--- src/rtl/spl_ram.sv ---
// generic single write port, single read port ram with registered read
module spl_ram #(
  parameter int WIDTH = 8,
  parameter int DEPTH = 16
) (
  input  logic                     clk,
  input  logic                     we,
  input  logic [$clog2(DEPTH)-1:0] waddr,
  input  logic [WIDTH-1:0]         wdata,
  input  logic [$clog2(DEPTH)-1:0] raddr,
  output logic [WIDTH-1:0]         rdata
);

  logic [WIDTH-1:0] mem [DEPTH];
  logic [WIDTH-1:0] rdata_r;

  always_ff @(posedge clk) begin
    if (we) begin
      mem[waddr] <= wdata;
    end
    rdata_r <= mem[raddr];
  end

  assign rdata = rdata_r;

endmodule

--- config.mk ---
export PLATFORM = sky130hd
export DESIGN_NAME = spl_ram
export DESIGN_NICKNAME = d
export VERILOG_FILES = /design/src/rtl/spl_ram.sv
export SDC_FILE = /design/constraint.sdc
export NUM_CORES = 1
export LEC_CHECK = 0
export BUFFER_PORTS_ARGS = -buffer_cell sky130_fd_sc_hd__buf_2
export CELL_PAD_IN_SITES_DETAIL_PLACEMENT = 0
export CELL_PAD_IN_SITES_GLOBAL_PLACEMENT = 1
export CORE_MARGIN = 2
export CORE_UTILIZATION = 57
export DETAILED_ROUTE_END_ITERATION = 7
export PLACE_DENSITY = 0.9
export SYNTH_ARGS = -nofsm -noshare
export SYNTH_HDL_FRONTEND = slang
export SYNTH_SLANG_ARGS = --single-unit
--- constraint.sdc ---
create_clock -name clk -period 3 [get_ports clk]
set_input_delay 0.15 -clock clk [delete_from_list [all_inputs] [get_ports clk]]
set_output_delay 0.15 -clock clk [all_outputs]
set_load 0.02 [all_outputs]
======== After elaboration in Yosys (flattened, before gate mapping) ========
Memory sizes are Yosys's and may differ from the RTL's. A register that Yosys moved wholly into a read port is not among the register bits.
Cells that the tools add are included.
word-level totals
  bits of input ports ..................... 18
  word-level logic and storage cells ...... 3
  memories kept ........................... 1
  RAM bits ................................ 128
  output and inout bits ................... 8
  bits in registers ....................... 0
cells by class
  mux-type cells .......................... 2
memory list
  memory  words  width  read ports  clocked after memory_dff  wr ports  RTL line  source
  mem     16     8      1           1                         1         14        logic [WIDTH-1:0] mem [DEPTH];
operator list
  cell    number
  $mux 1  2

======== Depth between registers and ports, before layout ========
Gate-level depths: netlist of run 1.
  word-level depth ........................ 2
  gate-level depth with buffers ........... 5
  gate-level depth less buffers ........... 3

======== Least setup slack after synthesis of run 1 ========
Ideal clock, no wire load.
  kind .................................... in2reg
  from .................................... input port waddr[2]
  to ...................................... memory mem[0][0], enable pin
  cell stages on the path ................. 2
  setup slack ............................. 1.357 ns
  data required time ...................... 2.617 ns
  setup time .............................. 0.383 ns
  data arrival time ....................... 1.260 ns
  cell sequence ........................... or3b_2 -> nor3_1
RTL lines
  element             RTL line  source
  start: declaration  8         input logic [$clog2(DEPTH)-1:0] waddr,
  end: declaration    14
No word-level cell before the write port.

==> impl_metrics.ini, run 1 <==
[grt]
grt_pass1_wl_um = 14800
grt_use_total = 0.215
grt_max_degree = 33
grt_pass1_vias = 2432
antenna_found_initial = 0
grt_overflow = 0

[routing]
drtAntennaViolNets = 0
drc = 0
wirelength_um = 9760
viasPerCell = 6.23
avgRoutedWirePerCell_um = 25.1
vias = 2424
drt_iter0_drc = 289
drt-pass1-iter-count = 5

[cts]
cts_buffers = 17
ctsHoldBuffers = 0
postCtsSetupBuffers = 0
ctsResizeCount = 0
max-clock-path-buffers = 2
clock_sinks = 136
path_clk_slew_ns = 0.06
worstSkewPairLatency_ns = 0.51
cts_root_buf = clkbuf_8
cts_tree = yes
cts.htree.levels = 4

[floorplanning]
initial_core_util = 0.590
die_w_um = 99.0
fp.coreArea_mm2 = 0.00872
dieArea_mm2 = 0.00981
fp.dieH_um = 99.0
ios = 26
row_count = 34

[status]
status = complete, no violations

[setup_path]
startpoint = raddr[0]
criticalPathCategory = in -> reg
endpoint_kind = register
critPathMaxFanout = 20
cp_cell_sequence = buf_2, buf_4, mux4_1, a22oi_1, nand2_1
r2r_slack_ns = 1.52
slowest_stage = mux4_1
crit_required_ns = 3.39
reg2regPathDepth = 3
start_kind = input pin
crit_path_max_incr_delay_ns = 0.59
cp-endpoint = rdata[5]
rr_startpoint = mem[1][3]
r2r-end = rdata[3]
arrival_ns = 1.91

[timing]
worst_pin_slew_ns = 0.912
timing.fmax_mhz = 654
fin_ws_ns = 1.47
period_share = 0.509
min_period_ns = 1.53
rsz0062_at_grt = no
slew_violations = 0
fin_worst_skew_ns = 0.00664
hold_ws_ns = 0.0241
finalSetupViolations = 0
hold_viol_final = 0
maxSlewHeadroom = 0.390
setup-tns-final_ns = 0

[yosys]
synth_nets = 247
synth-seq-cells = 136
syn_inst = 229
yosys_warnings = 0
synth_area_mm2 = 0.00515
avgSynthCellArea_um2 = 22.5
yosysSeqAreaShare = 0.778
synthDistinctLibCells = 19

[place]
gp_congestion = 0.733
portBuffers = 25
place_inst = 357
pre_cts_ws_ns = 0.932
hpwl_um = 5880

[layout]
layout_common_cells = edfxtp_1, buf_2, mux4_2
finalNetCount = 286
fillers = 525
stdcell_count = 389
area_growth_pct = 14.7
layout.cells.most_common = edfxtp_1
drive_above_1_share = 0.274
n_antenna_cell = 0

[pwr]
leakage_nw = 1.98
power_mw = 4.20
power_density_mw_per_mm2 = 712
peakVddDrop_mv = 0.453

[hold_path]
min_path_cells = 1
hold_class = in -> reg

[job]
drv_cap = 0
[worst min path at each step]
stage,from,end
2_1_floorplan,wdata[0],mem[0][0]
6_report,wdata[7],mem[8][7]
5_1_grt,wdata[2],mem[10][2]
3_3_place_gp,wdata[7],mem[11][7]
4_1_cts,wdata[7],mem[8][7]
3_5_place_dp,wdata[2],mem[7][2]
[through the flow]
step | util | cell area [um2]
6_report | 0.677 | 5900
5_1_grt | 0.677 | 5900
4_1_cts | 0.677 | 5900
3_5_place_dp | 0.614 | 5360
3_3_place_gp | 0.614 | 5360
2_1_floorplan | - | 5150
[state kept, by name (all words and copies together), names as in the netlist]
name / cells
rdata: 8
mem: 128
[metal layers]
metal | GRT usage | vias up | share of wire
met5 | 0 | - | 0
met4 | 0.0664 | 0 | 0.013
met3 | 0.0723 | 14 | 0.091
met2 | 0.332 | 135 | 0.50
met1 | 0.298 | 1224 | 0.40
li1 | - | 1051 | -
[cell families (layout without fill, tap and decap cells)]
family                 count (synthesis)  count (layout)  share of synthesized area
DFF                                  136             136                      0.778
muxes                                 32              32                      0.150
buffers and inverters                 10              62                     0.0168
and+or+nand+nor                       35              35                     0.0318
AOI/OAI and AO/OA                     16              16                     0.0233
[cells in the mapped netlist]
| cell | count | area, um2 |
|---|---|---|
| edfxtp_1 | 128 | 3840 |
| mux4_2 | 18 | 405 |
| a22oi_1 | 16 | 120 |
| mux4_1 | 14 | 368 |
| nor2_1 | 13 | 48.8 |
| nand2_1 | 9 | 33.8 |
| dfxtp_1 | 8 | 160 |
| nor3_1 | 4 | 20.0 |
| buf_2 | 3 | 15.0 |
| buf_6 | 3 | 33.8 |
| clkdlybuf4s25_2 | 3 | 30.0 |
| nand2b_1 | 2 | 12.5 |
| nand3b_1 | 2 | 15.0 |
| and2_1 | 1 | 6.26 |
| and2b_1 | 1 | 7.51 |
| buf_4 | 1 | 7.51 |
| nand3_1 | 1 | 5.00 |
| nor2b_1 | 1 | 6.26 |
| or3b_2 | 1 | 8.76 |
[critical path, delay by kind of cell]
family | cells | cell delay [ns]
compound gates | 1 | 0.19
buf+inv | 2 | 0.90
mux | 1 | 0.59
simple gates | 1 | 0.06
[final cells by class]
| class | instances | area (um2) | share of cell area |
|---|---|---|---|
| flip-flops and latches | 136 | 4000 | 0.678 |
| repair buffers | 30 | 163 | 0.0276 |
| clock inverters | 8 | 72.6 | 0.0123 |
| clock buffers | 24 | 470 | 0.0797 |
| multi-input cells | 83 | 1060 | 0.179 |
| well taps | 108 | 135 | 0.0229 |
[where the power goes]
part,internal [mW],total (mW),switching (mW),leakage (nW)
sequential,2.13,2.14,0.0130,1.22
combinational,0.0774,0.199,0.121,0.496
clock,1.16,1.86,0.705,0.261
(Power assumes the default switching activity.)
==> inputs of run 2 (changes only) <==
- CORE_UTILIZATION: 57 -> 53
- PLACE_DENSITY: 0.9 -> 0.85
- clock period: 3 -> 1.58 ns (I/O delays scaled with it)
==> run 2 against run 1 <==
Clock power up 110%. Sequential share of layout area fell by 3.6 points. Die area rose by 7.2%. Highest routed layer unchanged.
==> impl_metrics.ini, run 2 (synthesized netlist as in run 1, its figures left out) <==
[setup_path]
cp_cell_sequence = mux4_1, a22oi_1, nand2_1
start_kind = register
rr_startpoint = mem[8][4]
arrival_ns = 1.81
startpoint = mem[8][4]
cp_top_family = multiplexers
crit_path_max_incr_delay_ns = 0.50
crit_required_ns = 1.97
criticalPathCategory = reg -> reg
cp.depth = 3
r2r-end = rdata[4]
critPathMaxFanout = 1
r2r_slack_ns = 0.16
reg2regPathDepth = 3
critical_path_buf_inv_count = 0
slowest_stage = mux4_1
cp-endpoint = rdata[4]
endpoint_kind = register

[timing]
period_share = 0.896
slew_violations = 0
fin_worst_skew_ns = 0.00768
hold_viol_final = 0
maxSlewHeadroom = 0.738
worst_pin_slew_ns = 0.394
finalSetupViolations = 0
timing.fmax_mhz = 706
rsz0062_at_grt = no
min_period_ns = 1.42
setup-tns-final_ns = 0

[pwr]
clkPwrFrac = 0.462
seq_power_share = 0.487
power_density_mw_per_mm2 = 1340
swShare = 0.201
internal-power_mw = 6.66
power.switching_mw = 1.67
leakage_nw = 2.14
peakVddDrop_mv = 0.626
combPwrFrac = 0.051

[routing]
avgRoutedWirePerCell_um = 22.8
drt_iter0_drc = 207
drc = 0
wirelength_um = 9940
drt-pass1-iter-count = 6
vias = 2521
viasPerCell = 5.80
drtAntennaViolNets = 0

[floorplanning]
fp.dieH_um = 103
ios = 26
die_w_um = 103
dieArea_mm2 = 0.0105
fp.coreArea_mm2 = 0.00933
initial_core_util = 0.552
row_count = 35

[cts]
cts_buffers = 17
postCtsSetupBuffers = 0
cts_root_buf = clkbuf_8
path_clk_slew_ns = 0.06
cts.htree.levels = 4
worstSkewPairLatency_ns = 0.52
cts_tree = yes
max-clock-path-buffers = 2
clock_sinks = 136
ctsResizeCount = 0

[grt]
grt_pass1_wl_um = 15000
grt_max_degree = 33
grt_use_total = 0.210
grt_pass1_vias = 2640
grt_overflow = 0
antenna_found_initial = 0

[layout]
multi_input_area_mm2 = 0.00106
layout_common_cells = edfxtp_1, buf_2, mux4_2, buf_4
largest_reg_flops = 128
layout.cells.most_common = edfxtp_1
largest-register = mem
finalNetCount = 311
area_growth_pct = 21.1
final_util = 0.668
n_antenna_cell = 0
drive_above_1_share = 0.314
fillers = 580
stdcell_count = 435
regArea_mm2 = 0.00400

[place]
place_inst = 395
gp_congestion = 0.776
portBuffers = 25
hpwl_um = 6010

[job]
drv_cap = 0

[hold_path]
hold_class = in -> reg

[status]
status = complete, no violations
run 2: worst reg2reg max path, delay by kind of cell (launching register included):
family          cells  cell delay [ns]
flops               1             0.37
simple gates        1             0.10
compound gates      1             0.32
mux                 1             0.50
run 2: metal layers:
layer,share of wire,track usage
met5,0,0
met2,0.50,0.326
met4,0.019,0.0933
met3,0.073,0.0705
met1,0.41,0.274
run 2: worst min-delay path by stage:
| stage | start | end | slack (ns) | depth (start not counted) |
|---|---|---|---|---|
| global placement | wdata[0] | mem[14][0] | 0.45 | 1 |
| global route | waddr[0] | mem[4][7] | 0.14 | 3 |
| CTS | waddr[0] | mem[4][6] | 0.1 | 3 |
| floorplan | wdata[0] | mem[0][0] | 0.18 | 0 |
| detailed placement | wdata[0] | mem[1][0] | 0.47 | 1 |
| finish | waddr[0] | mem[4][6] | 0.12 | 3 |
run 2: what timing repair did:
action / CTS / global route
hold buffers: 8 / 0
endpoints found under the hold margin: 128 / 0
endpoints found under the setup margin: 0 / 0
run 2: final cells by class:
class                   count  area share
clock buffers              20      0.0699
clock inverters            12      0.0245
flip-flops and latches    136       0.643
multi-input cells          83       0.170
well taps                 129      0.0259
repair buffers             55      0.0675
run 2: stage by stage:
stage / instance area (um2) / setup slack (ns) / hold slack [ns] / power [mW]
3_3_place_gp: 5560 / 0.0567 / 0.450 / 4.53
2_1_floorplan: 5150 / 0.00813 / 0.178 / 4.36
3_5_place_dp: 5560 / 0.0658 / 0.470 / 4.54
5_1_grt: 6230 / 0.116 / 0.141 / 8.58
6_report: 6230 / 0.165 / 0.123 / 8.33
4_1_cts: 6230 / 0.162 / 0.0965 / 8.40
run 2: power groups by stage:
stage               clock network [mW]  logic (mW)  registers (mW)
finish                            3.85       0.425            4.06
global route                      4.06       0.460            4.06
global placement                     0       0.399            4.13
floorplan                            0       0.205            4.16
CTS                               3.91       0.429            4.06
detailed placement                   0       0.409            4.13
==> inputs of run 3 (changes only) <==
- CORE_MARGIN: 2 -> 1.5
- CORE_UTILIZATION: 53 -> 40
- PLACE_DENSITY: 0.85 -> 0.69
==> run 3 against run 2 <==
Routed wire length decreased by 4.1%. Clock power shrank 8.8%. Sequential cell count unchanged. Non-clock buffer count is 7 lower. Global-route usage down 5.3 points. First-iteration DRC count fell by 9.2%. Clock skew rose by 0.0010 ns. Sequential share of layout area up 0.85 points. Clock-buffer cell count fell by 2. Critical path depth did not move. Via count is 3.4% lower. Combinational power fell by 4.9%. Largest power group unchanged.
==> impl_metrics.ini, run 3 (synthesized netlist as in run 1, its figures left out) <==
[place]
place_inst = 439
hpwl_um = 6030
gp_congestion = 0.690
placed_area_mm2 = 0.00561
portBuffers = 25

[cts]
path_clk_slew_ns = 0.06
ctsHoldBuffers = 0
worstSkewPairLatency_ns = 0.41
cts_root_buf = clkbuf_16
cts_buffers = 17
clock_sinks = 136
cts_tree = yes
max-clock-path-buffers = 2
cts.htree.levels = 4
postCtsSetupBuffers = 0
ctsResizeCount = 0

[routing]
wirelength_um = 9530
drc = 0
drtAntennaViolNets = 0
avgRoutedWirePerCell_um = 20.2
viasPerCell = 5.17
drt_iter0_drc = 188
drt-pass1-iter-count = 4
vias = 2436

[pwr]
power_density_mw_per_mm2 = 1300
leakage_nw = 2.08
peakVddDrop_mv = 0.776

[layout]
largest_reg_flops = 128
drive_above_1_share = 0.318
fillers = 1022
layout_common_cells = edfxtp_1, buf_2, buf_4
multi_input_area_mm2 = 0.00106
final_area_mm2 = 0.00615
final_util = 0.489
finalNetCount = 304
stdcell_count = 471
largest-register = mem
layout.cells.most_common = edfxtp_1
area_growth_pct = 19.5
regArea_mm2 = 0.00400
n_antenna_cell = 0

[grt]
grt_pass1_wl_um = 14300
grt_busiest_layer = met2
grt_pass1_vias = 2466
grt_max_degree = 26
use_met3 = 0.0451
grt_use_met2 = 0.253
grt_util_met1 = 0.199
grt_overflow = 0
grt_use_total = 0.157
antenna_found_initial = 0

[timing]
min_period_ns = 1.36
period_share = 0.862
timing.fmax_mhz = 734
slew_violations = 0
finalSetupViolations = 0
rsz0062_at_grt = no
hold_ws_ns = 0.0593
hold_viol_final = 0
worst_pin_slew_ns = 0.385
maxSlewHeadroom = 0.744
setup-tns-final_ns = 0
fin_worst_skew_ns = 0.00871

[floorplanning]
dieArea_mm2 = 0.0136
row_count = 41
fp.dieH_um = 116
die_w_um = 116
ios = 26
initial_core_util = 0.410
fp.coreArea_mm2 = 0.0126

[setup_path]
criticalPathCategory = reg -> reg
critPathMaxFanout = 1
rr_startpoint = mem[1][5]
start_kind = register
r2r-end = rdata[5]
reg2regPathDepth = 3
endpoint_kind = register
r2r_slack_ns = 0.22
arrival_ns = 1.65
crit_required_ns = 1.87

[hold_path]
hold_class = in -> reg
hp-start = wdata[5]
min_path_cells = 1
holdPathEnd = mem[3][5]

[status]
status = complete, no violations

[job]
drv_cap = 0
## run 3: how the worst max path moves through the flow
stage                     startpoint        end  cells after the start
after floorplan             waddr[2]  mem[0][0]                      2
after global placement      raddr[0]   rdata[5]                      5
after detailed placement    raddr[0]   rdata[3]                      5
after CTS                  mem[0][3]   rdata[3]                      3
after global routing       mem[2][5]   rdata[5]                      3
final                      mem[1][5]   rdata[5]                      3
## run 3: final cells by class
type	instances	share of cell area
Tap cell	172	0.0350
Clock inverter	14	0.0177
Multi-Input combinational cell	83	0.172
Sequential cell	136	0.651
Timing Repair Buffer	48	0.0545
Clock buffer	18	0.0698
## run 3: stage by stage
| stage | setup slack, ns | power, mW |
|---|---|---|
| after floorplan | 0.00813 | 4.36 |
| after global placement | 0.0137 | 4.53 |
| after detailed placement | 0.0175 | 4.55 |
| after CTS | 0.161 | 8.06 |
| after global routing | 0.116 | 8.25 |
| final | 0.218 | 7.97 |
## run 3: worst max-delay path, stage by stage, from the launching register on
cell and delay (ns):
edfxtp_1 0.35, mux4_1 0.52, a22oi_1 0.26, nand2_1 0.11
## run 3: where the power goes
group          switching [mW]  internal (mW)  total, mW  leakage (nW)
sequential             0.0231           4.04       4.06          1.22
combinational           0.232          0.172      0.404         0.605
clock                    1.38           2.13       3.51         0.254
total                    1.63           6.34       7.97          2.08
## run 3: metal layers
metal	vias up	routed length, um
li1	1089	-
met1	1262	4130
met2	70	4750
met3	15	458
met4	0	191
met5	-	0
