**config.mk**
```make
export PLATFORM = sky130hd
export DESIGN_NAME = spl_key_cmp
export DESIGN_NICKNAME = d
export VERILOG_FILES = /design/src/rtl/spl_pkg.sv /design/src/rtl/spl_key_cmp.sv
export SDC_FILE = /design/constraint.sdc
export NUM_CORES = 1
export LEC_CHECK = 0
export BUFFER_PORTS_ARGS = -buffer_cell sky130_fd_sc_hd__buf_2
export CORE_UTILIZATION = 35
export DETAILED_ROUTE_END_ITERATION = 6
export GPL_TIMING_DRIVEN = 0
export PLACE_DENSITY = 0.75
export REMOVE_ABC_BUFFERS = 1
export SYNTH_ARGS = -nofsm -noshare
export SYNTH_HDL_FRONTEND = slang
export SYNTH_SLANG_ARGS = --single-unit
export TNS_END_PERCENT = 100
```
**constraint.sdc**
```tcl
create_clock -name vclk -period 7
set_clock_uncertainty 0.2 [all_clocks]
set_input_delay 0.7 -clock vclk [all_inputs]
set_output_delay 0.7 -clock vclk [all_outputs]
set_load 0.005 [all_outputs]
```
**src/rtl/spl_pkg.sv**
```systemverilog
// shared types and constants for the sorted position lookup block
package spl_pkg;

  localparam int CHROM_W = 8;
  localparam int CHUNK_W = 16;
  localparam int POS_W   = 31;

  // one reference table entry as stored in memory
  typedef struct packed {
    logic [CHROM_W-1:0] chrom;
    logic [CHUNK_W-1:0] chunk;
    logic [POS_W-1:0]   pos;
  } entry_t;

  localparam int ENTRY_W = $bits(entry_t);

  // input item function codes
  localparam logic FUNC_LOAD  = 1'b0;
  localparam logic FUNC_QUERY = 1'b1;

  // which key field the shared comparator looks at
  typedef enum logic [1:0] {
    KEY_CHROM = 2'd0,
    KEY_CHUNK = 2'd1,
    KEY_POS   = 2'd2
  } key_sel_t;

  // control from the sequencer to the comparator
  typedef struct packed {
    key_sel_t sel;
    logic     upper;
  } cmp_ctrl_t;

  // comparator answer back to the sequencer
  typedef struct packed {
    logic go_right;
    logic equal;
  } cmp_res_t;

endpackage

```
**src/rtl/spl_key_cmp.sv**
```systemverilog
// shared key comparator used by every binary search probe
module spl_key_cmp
  import spl_pkg::*;
(
  input  cmp_ctrl_t          ctrl,
  input  entry_t             entry,
  input  logic [CHROM_W-1:0] q_chrom,
  input  logic [CHUNK_W-1:0] q_chunk,
  input  logic [POS_W-1:0]   q_pos,
  output cmp_res_t           res
);

  logic [POS_W-1:0] key;
  logic [POS_W-1:0] val;
  logic             lt;

  always_comb begin
    unique case (ctrl.sel)
      KEY_CHROM: begin
        key = POS_W'(entry.chrom);
        val = POS_W'(q_chrom);
      end
      KEY_CHUNK: begin
        key = POS_W'(entry.chunk);
        val = POS_W'(q_chunk);
      end
      default: begin
        key = entry.pos;
        val = q_pos;
      end
    endcase
  end

  assign lt           = key < val;
  assign res.equal    = key == val;
  // lower bound moves right past smaller keys, upper bound past equal ones too
  assign res.go_right = ctrl.upper ? (lt | res.equal) : lt;

endmodule
```
After elaboration in Yosys (flattened, before gate mapping). Cells that the tools add are included.

Order comparisons: 1. Add/subtract/negate cells: 0. Shifts and indexed selects: 0. Bitwise logic cells: 1. Mux-type cells: 3. Equality and inequality tests: 2. Reductions and logical operators: 1. Divide/modulo/power cells: 0. $mul: 0.

Operators by type and width (number): 31-bit one-hot mux with 2 select lines (2); 31-bit == test (1); 31-bit < comparator (1); 2-bit by 1-bit == test with 1-bit output, second input constant (1); 2-bit zero test (1); 1-bit two-way mux (1); 1-bit OR (1).

Memories kept: 0. Register bits after elaboration: 0. Latch bits: 0. RAM bits: 0. Output and inout port bits: 2. Input port bits: 113. Memory bits (read-only): 0.

Longest topological paths before layout. Gate-level depths: netlist of run 1.

Depth after elaboration: 5. Mapped depth: 11.

Worst setup path before layout of run 1. No wires, ideal clock.

Path type: in2out. From: in ctrl[2] in the netlist's numbering. To: out res[1] in the netlist's numbering. Stages on the path: 10. Data required time: 6.100 ns. Slack: 2.978 ns. Arrival: 3.122 ns. Buffers on the path: 3. Cell sequence: clkbuf_1 > clkbuf_1 > clkbuf_1 > nand2_1 > ha_1 > nand4_1 > or2_0 > or4_4 > o32a_1 > o31ai_1.

RTL lines: start: declaration (RTL line spl_key_cmp.sv:5) `input cmp_ctrl_t ctrl,`; end: declaration (RTL line spl_key_cmp.sv:10) `output cmp_res_t res`.

==> report_table.html, run 1 <==
<table>
<tr><th>Metric</th><th>Value</th></tr>
<tr><th colspan="2">Routing</th></tr>
<tr><td>Antenna Nets Post-Route</td><td>0</td></tr>
<tr><td>Count of unresolved DRC violations after routing</td><td>0</td></tr>
<tr><td>Wire length after detailed routing</td><td>about 3400 um</td></tr>
<tr><td>Post-detailed-route wirelength per cell</td><td>approximately 10 um</td></tr>
<tr><td>Wire length on met1</td><td>approximately 1500 um</td></tr>
<tr><td>Top Metal Used</td><td>met4</td></tr>
<tr><td>Routed via count</td><td>1680</td></tr>
<tr><td>Initial drt markers</td><td>33</td></tr>
<tr><td>Total met3 wirelength after detailed routing</td><td>258 um</td></tr>
<tr><td>Via count normalized by instance count</td><td>4.927</td></tr>
<tr><td>Initial DRT Pass Iterations</td><td>4</td></tr>
<tr><td>Met2 Wirelength</td><td>between 1500 and 2000 um</td></tr>
<tr><th colspan="2">Yosys</th></tr>
<tr><td>Library cells used by synthesis</td><td>27</td></tr>
<tr><td>Yosys top cell by area</td><td>ha_1</td></tr>
<tr><td>Synthesized netlist cell count</td><td>slightly below 200</td></tr>
<tr><td>Warnings, synthesis</td><td>0</td></tr>
<tr><td>Combined area of all synthesized cells</td><td>about 1300 um2</td></tr>
<tr><td>Portion of the post-synthesis area used by sequential elements</td><td>0%</td></tr>
<tr><td>Area contributors post-synth</td><td>ha_1, mux2i_1, nand2_1</td></tr>
<tr><td>Synthesized area per cell</td><td>slightly below 7 um2</td></tr>
<tr><td>Yosys top cell area share</td><td>between 20% and 30%</td></tr>
<tr><th colspan="2">Die</th></tr>
<tr><td>Placeable core region</td><td>around 3500 um2</td></tr>
<tr><td>Die Span Y</td><td>between 60 and 70 um</td></tr>
<tr><td>Floorplan die area</td><td>about 4000 um2</td></tr>
<tr><td>Starting Density</td><td>38.06%</td></tr>
<tr><td>Row count</td><td>21</td></tr>
<tr><td>Horiz. Die Dim</td><td>63.41 um</td></tr>
<tr><td>I/O pin total</td><td>115</td></tr>
<tr><th colspan="2">GRT</th></tr>
<tr><td>First-pass GRT wire length</td><td>about 5600 um</td></tr>
<tr><td>Maximum number of pins on one net before global-route repair</td><td>80</td></tr>
<tr><td>Total global-route track usage</td><td>16.19%</td></tr>
<tr><td>Sum of overflow across all layers after global routing</td><td>0</td></tr>
<tr><td>Vias in the first global route</td><td>1456</td></tr>
<tr><td>Number of antenna violations at the first check in global routing</td><td>0</td></tr>
<tr><th colspan="2">Cells and area</th></tr>
<tr><td>Final core utilization</td><td>54.87%</td></tr>
<tr><td>Register Area</td><td>0 um2</td></tr>
<tr><td>Number of fill cells in the layout</td><td>between 300 and 400</td></tr>
<tr><td>Area of the multi-input gates</td><td>~1300 um2</td></tr>
<tr><td>Number of cells in the finished layout apart from fillers</td><td>341</td></tr>
<tr><td>Total of clock buffers placed in the layout</td><td>0</td></tr>
<tr><td>Design Area, Final</td><td>roughly 1900 um2</td></tr>
<tr><td>Area growth from synthesis to layout</td><td>44.17%</td></tr>
<tr><td>Count of sequential standard cells</td><td>0</td></tr>
<tr><td>Net count reported at finish</td><td>441</td></tr>
<tr><td># diodes</td><td>0</td></tr>
<tr><td>Fraction of layout cells with a size suffix above 1</td><td>about two fifths</td></tr>
<tr><th colspan="2">Timing</th></tr>
<tr><td>Setup total negative slack</td><td>0 ps</td></tr>
<tr><td>Worst-case headroom to the max-slew limit</td><td>around 27%</td></tr>
<tr><td>Worst hold-check slack</td><td>approximately 1700 ps</td></tr>
<tr><td>Final Max Slew Viols</td><td>0</td></tr>
<tr><td>Hold Fails Final Rpt</td><td>0</td></tr>
<tr><td>Achievable frequency</td><td>~210 MHz</td></tr>
<tr><td>Tightest Pin Transition</td><td>1091 ps</td></tr>
<tr><td>Setup slack after layout</td><td>2195 ps</td></tr>
<tr><td>Total setup violations reported at the end of the flow</td><td>0</td></tr>
<tr><td>Unrepaired setup endpoints after global routing</td><td>no</td></tr>
<tr><td>Crit share post-route</td><td>68.64%</td></tr>
<tr><td>Shortest clock period the worst path allows after layout</td><td>4805 ps</td></tr>
<tr><th colspan="2">Placed design</th></tr>
<tr><td>Final weighted congestion of routability-driven global placement</td><td>roughly 0.67</td></tr>
<tr><td>Post-DP HPWL</td><td>slightly below 3000 um</td></tr>
<tr><td>Placement Cell Area</td><td>between 1500 and 2000 um2</td></tr>
<tr><td>Pre-CTS WS</td><td>approximately 2100 ps</td></tr>
<tr><td>Cell count after placement</td><td>between 300 and 400</td></tr>
<tr><td>Port Buffers</td><td>~120</td></tr>
<tr><th colspan="2">Pwr</th></tr>
<tr><td>Internal power of the cells</td><td>around 60 uW</td></tr>
<tr><td>Switching part of the total power</td><td>46.03%</td></tr>
<tr><td>Net switching power</td><td>51.48 uW</td></tr>
<tr><td>Areal power density over the cells</td><td>around 59 nW/um2</td></tr>
<tr><td>Power share of the clock group</td><td>0%</td></tr>
<tr><td>Pleak</td><td>roughly 1.1 nW</td></tr>
<tr><td>Combinational Power Share</td><td>between 90% and 100%</td></tr>
<tr><td>Proportion of power drawn by flip-flops and latches</td><td>0%</td></tr>
<tr><td>Total Power Consumption</td><td>roughly 110 uW</td></tr>
<tr><td>Worst VDD drop</td><td>between 0.00003 and 0.00004 V</td></tr>
<tr><th colspan="2">Critical path</th></tr>
<tr><td>Critical path start-end classification</td><td>primary input to output pin</td></tr>
<tr><td>Startpoint class of the critical path</td><td>primary input</td></tr>
<tr><td>Required time at the worst-slack endpoint</td><td>6100 ps</td></tr>
<tr><td>Critical Path Sink Type</td><td>output pin</td></tr>
<tr><td>Critical path peak fanout</td><td>between 70 and 80</td></tr>
<tr><td>CP arrival</td><td>a little under 4000 ps</td></tr>
<tr><th colspan="2">Clocking</th></tr>
<tr><td>Number of cells upsized or downsized after cts</td><td>0</td></tr>
<tr><td>Total of hold buffers inserted after clock tree synthesis</td><td>0</td></tr>
<tr><td># Post-CTS Setup Buffers</td><td>0</td></tr>
<tr><th colspan="2">Hold path</th></tr>
<tr><td>Class of the tightest hold or removal check</td><td>primary input to output pin</td></tr>
<tr><th colspan="2">Run status</th></tr>
<tr><td>Outcome</td><td>completed</td></tr>
<tr><th colspan="2">Run</th></tr>
<tr><td>MaxCap Viol Count</td><td>0</td></tr>
</table>
==> path summary, 6_finish.rpt <==
kind / startpoint / to / slack (ps) / cells past startpoint
setup / recovery: ctrl[2] / res[1] / 2200 / 9
hold / removal: ctrl[0] / res[1] / 1670 / 5
==> metal layers <==
metal | vias up | GRT usage (%)
met1 | 701 | 19.61
li1 | 915 | -
met4 | 0 | 0.8523
met2 | 62 | 31.38
met5 | - | 0
met3 | 2 | 1.630
==> power by group through the flow <==
stage / Clock [mW] / Combinational [mW] / Sequential (mW)
finish: 0 / 0.112 / 0
global route: 0 / 0.130 / 0
CTS: 0 / 0.114 / 0
detailed placement: 0 / 0.113 / 0
global placement: 0 / 0.111 / 0
floorplan: 0 / 0.0629 / 0
==> cells in the mapped netlist (all sizes together) <==
| cell type | instances |
|---|---|
| or4 | 1 |
| nand3 | 2 |
| inv | 3 |
| o21a | 1 |
| a211oi | 3 |
| mux2i | 16 |
| o221ai | 1 |
| a22oi | 9 |
| a22o | 8 |
| o32a | 1 |
| nand3b | 1 |
| nor3 | 2 |
| or2 | 1 |
| buf | 1 |
| o21ai | 12 |
| nand2 | 31 |
| a21oi | 18 |
| nand4 | 5 |
| and2 | 15 |
| nor2 | 14 |
| o31ai | 1 |
| clkbuf | 12 |
| nand2b | 1 |
| a21o | 1 |
| o211ai | 1 |
| nor2b | 1 |
| ha | 31 |
==> cell type report <==
type	instances	area share [%]
inverters	3	0.5917
multi-input cells	177	66.14
well taps	46	3.024
repair buffers	115	30.24
==> critical path, cell delays in order <==
cell	delay, ps
buf_2	450
nor2b_1	1000
a22oi_1	170
ha_1	370
nand4_1	120
or4_4	520
o32a_1	340
o31ai_1	60
buf_2	160
==> cells by family after synthesis <==
kind of cell               count (synthesis)  synth area share, %
AOI/OAI and AO/OA                         56                27.20
adders and majority gates                 31                29.38
buffers and inverters                     16                4.644
muxes                                     16                12.13
and+or+nand+nor                           74                26.64
==> cell usage in the layout, fill, tap and decap left out, types with 2 or more instances in the layout <==
cell type	n
inv_1	3
o21ai_0	12
ha_1	31
and2_1	15
a22o_1	8
a21oi_1	18
nand2_1	31
a211oi_1	3
nand3_1	2
a22oi_1	9
nor2_1	14
buf_2	115
mux2i_1	16
nand4_1	5
nor3_1	2
Power figures use the tool's default switching activity.
==> inputs of run 2 (changes only) <==
--- a/config.mk
+++ b/config.mk
@@ -5,6 +5,7 @@
 export SDC_FILE = /design/constraint.sdc
 export NUM_CORES = 1
 export LEC_CHECK = 0
+export ABC_AREA = 1
 export BUFFER_PORTS_ARGS = -buffer_cell sky130_fd_sc_hd__buf_2
 export CORE_UTILIZATION = 35
 export DETAILED_ROUTE_END_ITERATION = 6
==> constraint.sdc (replaced) <==
create_clock -name vclk -period 4
set_clock_uncertainty 0.2 [all_clocks]
set_input_delay 0.4 -clock vclk [all_inputs]
set_output_delay 0.4 -clock vclk [all_outputs]
set_load 0.005 [all_outputs]
==> run 2 against run 1 <==
  * Utilization shrank 4.1 points
  * Critical path depth grew 4
  * Cell count grew 19%
  * Setup slack lost 1700 ps
  * First-iteration DRC count grew 39%
  * Worst hold slack lost 710 ps
==> report_table.html, run 2 <==
<table>
<tr><th>Metric</th><th>Value</th></tr>
<tr><th colspan="2">Run status</th></tr>
<tr><td>Outcome</td><td>completed</td></tr>
<tr><th colspan="2">Critical path</th></tr>
<tr><td>Startpoint class of the critical path</td><td>primary input</td></tr>
<tr><td>Critical path peak fanout</td><td>56</td></tr>
<tr><td>Critical Path Sink Type</td><td>output pin</td></tr>
<tr><td>Critical path start-end classification</td><td>primary input to output pin</td></tr>
<tr><td>CP arrival</td><td>between 2000 and 3000 ps</td></tr>
<tr><td>Required time at the worst-slack endpoint</td><td>around 3400 ps</td></tr>
<tr><th colspan="2">Timing</th></tr>
<tr><td>Unrepaired setup endpoints after global routing</td><td>no</td></tr>
<tr><td>Hold Fails Final Rpt</td><td>0</td></tr>
<tr><td>Setup slack after layout</td><td>461.5 ps</td></tr>
<tr><td>Shortest clock period the worst path allows after layout</td><td>~3500 ps</td></tr>
<tr><td>Worst-case headroom to the max-slew limit</td><td>between 30% and 40%</td></tr>
<tr><td>Tightest Pin Transition</td><td>952.4 ps</td></tr>
<tr><td>Crit share post-route</td><td>88.46%</td></tr>
<tr><td>Setup total negative slack</td><td>0 ps</td></tr>
<tr><td>Final Max Slew Viols</td><td>0</td></tr>
<tr><td>Total setup violations reported at the end of the flow</td><td>0</td></tr>
<tr><td>Achievable frequency</td><td>around 280 MHz</td></tr>
<tr><th colspan="2">GRT</th></tr>
<tr><td>Total global-route track usage</td><td>15.84%</td></tr>
<tr><td>Vias in the first global route</td><td>roughly 1500</td></tr>
<tr><td>Number of antenna violations at the first check in global routing</td><td>0</td></tr>
<tr><td>Maximum number of pins on one net before global-route repair</td><td>57</td></tr>
<tr><td>First-pass GRT wire length</td><td>5685 um</td></tr>
<tr><td>Sum of overflow across all layers after global routing</td><td>0</td></tr>
<tr><th colspan="2">Cells and area</th></tr>
<tr><td>Count of sequential standard cells</td><td>0</td></tr>
<tr><td>Area growth from synthesis to layout</td><td>39.07%</td></tr>
<tr><td>Net count reported at finish</td><td>503</td></tr>
<tr><td>Total of clock buffers placed in the layout</td><td>0</td></tr>
<tr><td>Number of cells in the finished layout apart from fillers</td><td>slightly above 400</td></tr>
<tr><td>Leading cell type in the layout, fill and taps excluded</td><td>buf_2</td></tr>
<tr><td># diodes</td><td>0</td></tr>
<tr><td>Highest-count cells in the layout ignoring fill and taps</td><td>buf_2, nand2_1, ha_1, inv_1, nor2_1</td></tr>
<tr><td>Fraction of layout cells with a size suffix above 1</td><td>a little under two fifths</td></tr>
<tr><td>Final core utilization</td><td>50.77%</td></tr>
<tr><td>Register Area</td><td>0 um2</td></tr>
<tr><th colspan="2">Routing</th></tr>
<tr><td>Post-detailed-route wirelength per cell</td><td>just under 10 um</td></tr>
<tr><td>Initial DRT Pass Iterations</td><td>5</td></tr>
<tr><td>Count of unresolved DRC violations after routing</td><td>0</td></tr>
<tr><td>Antenna Nets Post-Route</td><td>0</td></tr>
<tr><td>Initial drt markers</td><td>between 40 and 50</td></tr>
<tr><td>Wire length after detailed routing</td><td>slightly below 4000 um</td></tr>
<tr><td>Routed via count</td><td>roughly 1900</td></tr>
<tr><td>Via count normalized by instance count</td><td>around 4.7</td></tr>
<tr><th colspan="2">Pwr</th></tr>
<tr><td>Total Power Consumption</td><td>about 220 uW</td></tr>
<tr><td>Areal power density over the cells</td><td>109.8 nW/um2</td></tr>
<tr><td>Pleak</td><td>between 1 and 1.5 nW</td></tr>
<tr><td>Worst VDD drop</td><td>~0.00006 V</td></tr>
<tr><th colspan="2">Die</th></tr>
<tr><td>Starting Density</td><td>36.50%</td></tr>
<tr><td>Horiz. Die Dim</td><td>roughly 67 um</td></tr>
<tr><td>Floorplan die area</td><td>around 4400 um2</td></tr>
<tr><td>Row count</td><td>23</td></tr>
<tr><td>Die Span Y</td><td>between 60 and 70 um</td></tr>
<tr><td>I/O pin total</td><td>around 120</td></tr>
<tr><td>Placeable core region</td><td>4000 um2</td></tr>
<tr><th colspan="2">Placed design</th></tr>
<tr><td>Final weighted congestion of routability-driven global placement</td><td>0.7848</td></tr>
<tr><td>Cell count after placement</td><td>a little over 400</td></tr>
<tr><td>Pre-CTS WS</td><td>around 470 ps</td></tr>
<tr><td>Port Buffers</td><td>around 120</td></tr>
<tr><td>Post-DP HPWL</td><td>3404 um</td></tr>
<tr><th colspan="2">Yosys</th></tr>
<tr><td>Warnings, synthesis</td><td>0</td></tr>
<tr><td>Synthesized area per cell</td><td>5.841 um2</td></tr>
<tr><td>Yosys top cell by area</td><td>ha_1</td></tr>
<tr><td>Combined area of all synthesized cells</td><td>between 1000 and 1500 um2</td></tr>
<tr><td>Portion of the post-synthesis area used by sequential elements</td><td>0%</td></tr>
<tr><td>Area contributors post-synth</td><td>ha_1, nand2_1, a22o_1</td></tr>
<tr><td>Leading cell types by count after synthesis</td><td>nand2_1, ha_1, inv_1</td></tr>
<tr><td>Synthesized netlist cell count</td><td>250</td></tr>
<tr><td>Yosys top cell area share</td><td>between 20% and 30%</td></tr>
<tr><td>Most used standard cell by instance count after synthesis</td><td>nand2_1</td></tr>
<tr><td>Library cells used by synthesis</td><td>19</td></tr>
<tr><th colspan="2">Clocking</th></tr>
<tr><td>Number of cells upsized or downsized after cts</td><td>0</td></tr>
<tr><td>Total of hold buffers inserted after clock tree synthesis</td><td>0</td></tr>
<tr><td># Post-CTS Setup Buffers</td><td>0</td></tr>
<tr><th colspan="2">Hold path</th></tr>
<tr><td>Class of the tightest hold or removal check</td><td>primary input to output pin</td></tr>
<tr><th colspan="2">Run</th></tr>
<tr><td>MaxCap Viol Count</td><td>0</td></tr>
</table>
==> run 2: cell types whose count changed in the layout (fill, tap and decap cells not counted), sizes merged, moves of 3 or more <==
cell    delta
o21ai     -12
a22oi      -9
o22ai      +9
nor2      +13
a22o      +15
mux2i     -16
a211oi     -3
inv       +42
and2      -15
nand2     +46
==> run 2: per-stage QoR <==
| stage | hold WS, ps | cell area, um2 |
|---|---|---|
| 3_3_place_gp | 948.9 | 2031 |
| 3_5_place_dp | 945.8 | 2031 |
| 2_1_floorplan | 723.2 | 1393 |
| 6_report | 956.5 | 2031 |
| 4_1_cts | 948.3 | 2031 |
| 5_1_grt | 968.0 | 2031 |
==> run 2: critical path, stage by stage <==
cell and delay, ps:
buf_2 410, nor2_4 610, inv_2 180, nor2_1 130, nor2_1 70, ha_1 290, nand2_1 70, nor2_1 210
nand4_1 120, nor2_1 140, nand4_1 100, nand2_1 90, buf_2 110
==> run 2: final cells by class <==
cell class                 count  area [um2]
fill                         426        1969
multi-input combinational    197        1224
timing repair buffer         115       575.6
inverter                      45       168.9
tap                           50       62.56
==> run 2: worst paths after layout <==
path	slack [ps]	cells after the start	end	startpoint
worst max-delay path	460	13	res[1]	ctrl[2]
worst min-delay path	960	4	res[1]	ctrl[0]
==> run 2: logic make-up after synthesis <==
family / after synthesis / share of synthesized area (%)
and+or+nand+nor: 114 / 32.22
AOI/OAI and AO/OA: 52 / 25.02
buffers and inverters: 53 / 16.19
adders and majority gates: 31 / 26.56
==> run 2: layer usage <==
| metal | share of wire, % | wire [um] | vias up | GRT usage, % |
|---|---|---|---|---|
| li1 | - | - | 1045 | - |
| met1 | 43 | 1715 | 802 | 17.74 |
| met2 | 49 | 1942 | 79 | 32.70 |
| met3 | 7.9 | 313 | 2 | 1.199 |
| met4 | 0.10 | 4 | 0 | 1.064 |
| met5 | 0 | 0 | - | 0 |
==> run 2: report_power, final <==
part	switching, mW	internal [mW]
Combinational	0.114	0.109
Sequential	0	0
Clock	0	0
